$ cat src/rtl/lbd2q4_pkg.sv
package lbd2q4_pkg;

	localparam int DIST_WIDTH_DEF = 32;
	localparam int VEL_WIDTH      = 16;
	localparam int ITAU_WIDTH     = 17;
	localparam int FACT_WIDTH     = 17;
	localparam int FRAC_SHIFT     = 16;

	localparam logic [ITAU_WIDTH-1:0] ITAU_RESET      = 17'd65536;
	localparam logic signed [FACT_WIDTH-1:0] HALF_Q15 = 17'sd16384;

	typedef struct packed {
		logic en_s2;
		logic en_s3;
		logic en_s4;
		logic en_s5;
	} lbd2q4_ctl_t;

endpackage

$ cat src/rtl/lbd2q4_lane.sv
module lbd2q4_lane #(
	parameter int DIST_WIDTH = lbd2q4_pkg::DIST_WIDTH_DEF
) (
	input  logic                                          clk,
	input  lbd2q4_pkg::lbd2q4_ctl_t                       ctl,
	input  logic signed [DIST_WIDTH-1:0]                  dist_s1,
	input  logic signed [lbd2q4_pkg::FACT_WIDTH-1:0]      factor_s1,
	input  logic signed [DIST_WIDTH+1:0]                  conc_s1,
	input  logic [lbd2q4_pkg::ITAU_WIDTH-1:0]             itau,
	output logic signed [DIST_WIDTH-1:0]                  slot_s5,
	output logic                                          sat_s5
);

	localparam int CW  = DIST_WIDTH + 2;
	localparam int PW1 = CW + lbd2q4_pkg::FACT_WIDTH;
	localparam int EW  = PW1 - lbd2q4_pkg::FRAC_SHIFT;
	localparam int DFW = EW + 1;
	localparam int MW  = lbd2q4_pkg::ITAU_WIDTH + 1;
	localparam int PW2 = DFW + MW;
	localparam int SW  = PW2 - lbd2q4_pkg::FRAC_SHIFT;
	localparam int RW  = SW + 1;
	localparam int HW  = RW - DIST_WIDTH + 1;

	localparam logic signed [PW1-1:0] RND1 = PW1'(1) <<< (lbd2q4_pkg::FRAC_SHIFT - 1);
	localparam logic signed [PW2-1:0] RND2 = PW2'(1) <<< (lbd2q4_pkg::FRAC_SHIFT - 1);
	localparam logic signed [DIST_WIDTH-1:0] DMAX = {1'b0, {(DIST_WIDTH-1){1'b1}}};
	localparam logic signed [DIST_WIDTH-1:0] DMIN = {1'b1, {(DIST_WIDTH-1){1'b0}}};

	logic signed [PW1-1:0]        prod1;
	logic signed [PW2-1:0]        prod2;
	logic signed [MW-1:0]         itau_sgn;
	logic signed [RW-1:0]         sum;
	logic [HW-1:0]                sum_hi;
	logic                         ovf;

	logic signed [DIST_WIDTH-1:0] dist_s2, dist_s3, dist_s4;
	logic signed [EW-1:0]         eq_s2;
	logic signed [DFW-1:0]        diff_s3;
	logic signed [SW-1:0]         step_s4;

	assign itau_sgn = $signed({1'b0, itau});
	assign prod1    = PW1'(conc_s1) * PW1'(factor_s1) + RND1;
	assign prod2    = PW2'(diff_s3) * PW2'(itau_sgn) + RND2;
	assign sum      = RW'(dist_s4) + RW'(step_s4);
	assign sum_hi   = sum[RW-1:DIST_WIDTH-1];
	assign ovf      = !((&sum_hi) || !(|sum_hi));

	always_ff @(posedge clk) begin
		if (ctl.en_s2) begin
			dist_s2 <= dist_s1;
			eq_s2   <= prod1[PW1-1:lbd2q4_pkg::FRAC_SHIFT];
		end
		if (ctl.en_s3) begin
			dist_s3 <= dist_s2;
			diff_s3 <= DFW'(eq_s2) - DFW'(dist_s2);
		end
		if (ctl.en_s4) begin
			dist_s4 <= dist_s3;
			step_s4 <= prod2[PW2-1:lbd2q4_pkg::FRAC_SHIFT];
		end
		if (ctl.en_s5) begin
			sat_s5  <= ovf;
			slot_s5 <= ovf ? (sum[RW-1] ? DMIN : DMAX) : sum[DIST_WIDTH-1:0];
		end
	end

endmodule

$ cat config.mk
export PLATFORM = sky130hd
export DESIGN_NAME = lbd2q4_lane
export DESIGN_NICKNAME = d
export VERILOG_FILES = /design/src/rtl/lbd2q4_pkg.sv /design/src/rtl/lbd2q4_lane.sv
export SDC_FILE = /design/constraint.sdc
export NUM_CORES = 2
export LEC_CHECK = 0
export BUFFER_PORTS_ARGS = -buffer_cell sky130_fd_sc_hd__buf_4
export CORE_MARGIN = 3
export CORE_UTILIZATION = 49
export CTS_CLUSTER_SIZE = 16
export DETAILED_ROUTE_END_ITERATION = 16
export GPL_TIMING_DRIVEN = 1
export MAX_ROUTING_LAYER = met4
export PLACE_DENSITY_LB_ADDON = 0.2
export SLEW_MARGIN = 0
export SYNTH_ARGS = -nofsm -noshare
export SYNTH_HDL_FRONTEND = slang
export SYNTH_SLANG_ARGS = --single-unit
$ cat constraint.sdc
create_clock -name clk -period 7.2 [get_ports clk]
set_input_delay 0.36 -clock clk [delete_from_list [all_inputs] [get_ports clk]]
set_output_delay 0.36 -clock clk [all_outputs]
set_load 0.01 [all_outputs]
[Word level (Yosys, flattened, before mapping)]
Cells that the tools add are included.
Word-level totals
  register bits after elaboration: 238
  input port bits: 105
  output and inout port bits: 33
  logic and storage cells: 21
Cells by class
  $add $sub $neg: 4
  multipliers: 2
  mux-type cells: 2
  reductions and logical operators: 5
Operator list (number)
  two-way mux 32 bit: 2
  adder 54 x 17 -> 54 bit (second input constant): 1
  multiplier 36 x 18 -> 54 bit: 1
  adder 51 x 17 -> 51 bit (second input constant): 1
  multiplier 34 x 17 -> 51 bit: 1
  adder 32 x 38 -> 39 bit: 1
  subtractor 35 x 32 -> 36 bit: 1
  AND reduction 8 bit: 1
  OR reduction 8 bit: 1
  zero test 1 bit: 2
  logical OR 1 bit: 1

[Depth between registers and ports, before layout]
  depth in word-level cells: 5
  gate-level depth with buffers: 27
  depth with buffers taken out: 25

[Worst setup path after synthesis]
OpenSTA, ideal clock, no wires.
  path type: in2reg
  start point: in itau[3] (netlist bit)
  end point: reg step_s4[31], data pin
  library setup time: 0.264 ns
  arrival time: 6.269 ns
  data required time: 6.936 ns
  path slack: 0.667 ns
  cell stages on the path: 23
  path buffers: 2
  cell sequence: clkbuf_1 > clkbuf_1 > nand2_1 > fa_1 > fa_1 > fa_1 > inv_1 > fa_1 > fa_1 > inv_1 > fa_1 > inv_1 > ha_1 > a21o_1 > a21o_1 > a21o_1 > a21o_1 > a41o_1 > a21oi_1 > nor2_1 > o31a_1 > a221oi_1 > xnor2_1
On the way
  longest elaborated chain between the ends: 2
RTL lines
  start, declared: line lbd2q4_lane.sv:9  | input logic [lbd2q4_pkg::ITAU_WIDTH-1:0] itau,
  multiplier 36 x 18 -> 54 bit: line lbd2q4_lane.sv:43  | assign prod2 = PW2'(diff_s3) * PW2'(itau_sgn) + RND2;
  adder 54 x 17 -> 54 bit: line lbd2q4_lane.sv:43
  named net prod2[47]: line lbd2q4_lane.sv:30  | logic signed [PW2-1:0] prod2;
  end signal, assigned: line lbd2q4_lane.sv:59  | step_s4 <= prod2[PW2-1:lbd2q4_pkg::FRAC_SHIFT];
  end, declared: line lbd2q4_lane.sv:39  | logic signed [SW-1:0] step_s4;
The timed path passes the listed nets, and every way through them passes these cells.
A chain may end at the register's enable or synchronous reset.

[Worst setup path after layout]
  start point: reg diff_s3[22]
  end point: reg step_s4[32], data pin
On the way
  longest elaborated chain between the ends: 2
RTL lines
  start, declared: line lbd2q4_lane.sv:38  | logic signed [DFW-1:0] diff_s3;
  start signal, assigned: line lbd2q4_lane.sv:55  | diff_s3 <= DFW'(eq_s2) - DFW'(dist_s2);
  multiplier 36 x 18 -> 54 bit: line lbd2q4_lane.sv:43
  adder 54 x 17 -> 54 bit: line lbd2q4_lane.sv:43
  named net prod2[48]: line lbd2q4_lane.sv:30
The timed path passes the listed nets, and every way through them passes these cells.

==> summary.md <==
| Metric | Value |
|---|---|
| Crit-path cells | `buf_4 > buf_4 > and2_1 > fa_1 > inv_1 > fa_1 > fa_1 > fa_1 > inv_1 > fa_1 > inv_1 > fa_1 > inv_1 > ha_1 > and4_1 > nand2_1 > nor4_1 > o21ai_0 > a311o_1 > o211ai_1 > a21oi_1 > o21ai_0 > xor2_1` |
| Post-synthesis average cell area | `9.70 um2` |
| Routed length per instance | `19.1 um` |
| DIE HEIGHT | `329 um` |
| Tot GR Track Use | `25.7%` |
| Worst-case reg-to-reg path depth | `23` |
| Io pins | `138` |
| Syn Std Cell Area | `51,200 um2` |
| Count of cell types in the netlist | `73` |
| Crit-path leading delay family | `adder cells` |
| CP max FO | `7` |
| DP HPWL | `108,000 um` |
| Area Growth Syn to Fin | `8.47%` |
| R2R Setup Slk | `0.28 ns` |
| Startpoint types | `flip-flop` |
| CTS Root Cell | `clkbuf_16` |
| Worst Path Arrival | `7.31 ns` |
| TritonCTS Sinks | `238` |
| Synth async-reset ratio | `0%` |
| Min Hold Slack | `0.0306 ns` |
| Worst path slowest cell | `fa_1` |
| Via count | `35.4k` |
| Setup violations, final | `0` |
| Initial DRC count | `2,158` |
| Synth warn | `0` |
| Overall routed net length | `130,000 um` |
| Synth Instances | `5,274` |
| WHS Path Cells | `1` |
| Max Cap Violations | `0` |
| Measured slew at the worst slew-check pin | `1.14 ns` |
| WP data required | `7.59 ns` |
| Largest cells by area after synthesis | `fa_1, edfxtp_1, inv_1` |
| Pre-antenna DRT Iters | `5` |
| Die width | `329 um` |
| WS Path Type | `reg -> reg` |
| H-tree Lvls | `1` |
| Slew Viols, Final | `0` |
| Final setup TNS | `0 ns` |
| RSZ-0062 raised after global routing | `false` |
| Remaining antenna violation count after routing | `0` |
| Status | `completed` |
| Largest stage delay, worst path | `0.54 ns` |
| Hold Fails Final Rpt | `0` |
| Worst Clk Skew | `0.0327 ns` |
| Min Tclk post-route | `6.92 ns` |
| Cell row count | `117` |
| First-pass GRT wire length | `211,000 um` |
| Total CTS buffers | `30` |
| Tightest Hold Check Type | `in -> reg` |
| Syn nets | `6,857` |
| Leading area contributor after synthesis | `fa_1` |
| RD Place Congestion | `0.896` |
| Clock Latency Late Sink | `0.60 ns` |
| Worst Path Buf+Inv | `6` |
| Clock buffer depth | `3` |
| Max Freq | `144 MHz` |
| Initial antenna violation count | `8` |
| Cell mode on critical path | `fa_1` |
| WP depth | `23` |
| Share of the synthesized area in the top cell type | `44.3%` |
| DR DRC count | `0` |
| Effective utilization at floorplan | `49.9%` |
| Core area | `103,000 um2` |
| CTS clk-pin slew, worst paths | `0.06 ns` |
| Vias in the first global route | `38.1k` |
| Top_reg_cell synth | `edfxtp_1` |
| Die area | `108,000 um2` |
| Layout cells sized above 1 | `6.33%` |
| Number of synthesized flops with an enable pin | `238` |
| Largest net degree at the start of global routing | `71` |
| Nets@finish | `6,975` |
| Sequential element share of the synthesized area | `14.0%` |
| CTS tree | `built` |
| Slew headroom | `24.3%` |
| Crit path capture type | `flip-flop` |
| Number of synthesized register bits | `238` |
| Period utilization | `96.1%` |
| Total grt overflow | `0` |
| Via density | `5.21` |
| Port Buf Inserts | `137` |
[cell families (layout without fill, tap and decap cells)]
group | count (synthesis) | count (layout) | synth area share [%]
compound gates | 442 | 442 | 5.57
xor+xnor | 151 | 151 | 2.59
fa+ha+maj | 1478 | 1478 | 52.8
buf+inv | 1465 | 1607 | 10.8
flops | 238 | 238 | 14.0
mux | 1 | 1 | 0.0196
other cells | 0 | 5 | 0
simple gates | 1499 | 1499 | 14.3
[repair_timing]
action / CTS / global route
gates resized for setup: 0 / 5
hold buffers: 29 / 0
buffers inserted: 0 / 14
endpoints found under the setup margin: 0 / 11
endpoints found under the hold margin: 29 / 0
[synthesized netlist by cell type (31+ instances only)]
cell type / count
inv_1: 1252
fa_1: 1133
nand2_1: 744
and2_1: 496
ha_1: 345
edfxtp_1: 238
clkbuf_1: 202
a21oi_1: 144
xnor2_1: 92
nor2_1: 88
a21o_1: 79
xor2_1: 59
o21ai_0: 52
o21ai_1: 31
[flip-flops by register name, indices dropped and copies added (netlist names)]
register,count
eq_s2,35
sat_s5,1
dist_s3,32
slot_s5,32
step_s4,38
dist_s4,32
dist_s2,32
diff_s3,36
[layout make-up]
cell class	instances	area, um2
antenna	5	12.5
clock buffer	32	758
clock inverter	24	314
fill	9255	47100
inverter	1252	4700
multi-input combinational	3571	38500
sequential	238	7150
tap	1368	1710
timing repair buffer	299	2350
[cell usage in the layout, fill, tap and decap left out, types with 88 or more instances in the layout]
cell type  netlist  layout
xnor2_1         92      92
ha_1           345     345
buf_4            4     267
a21oi_1        144     144
edfxtp_1       238     238
and2_1         496     496
inv_1         1252    1252
nand2_1        744     744
nor2_1          88      88
fa_1          1133    1133
[metrics by stage]
| stage | worst slack, ns | cells | instance area [um2] | util (%) |
|---|---|---|---|---|
| 2_1_floorplan | 0.667 | 5274 | 51200 | - |
| 3_3_place_gp | 0.209 | 6685 | 54000 | 52.6 |
| 3_5_place_dp | 0.0131 | 6685 | 54000 | 52.6 |
| 4_1_cts | 0.00878 | 6770 | 55400 | 53.9 |
| 5_1_grt | 0.0358 | 6789 | 55500 | 54.1 |
| 6_report | 0.279 | 6789 | 55500 | 54.1 |
[layer usage]
| metal | up-vias | part of all wire, % | track usage (%) |
|---|---|---|---|
| met2 | 934 | 47 | 40.8 |
| met4 | 0 | 2.4 | 5.43 |
| met1 | 18200 | 45 | 35.8 |
| met5 | - | 0 | - |
| met3 | 154 | 6.0 | 3.33 |
| li1 | 16000 | - | - |
[path summary, 6_finish.rpt]
check / from / end
worst max-delay path: diff_s3[22] / step_s4[32]
worst min-delay path: ctl[2] / dist_s3[31]
worst max register to register: diff_s3[22] / step_s4[32]
worst min register to register: dist_s3[7] / dist_s4[7]
Power is not shown: default switching activity piles up to over one toggle a cycle in this logic, so the estimate is an artifact.
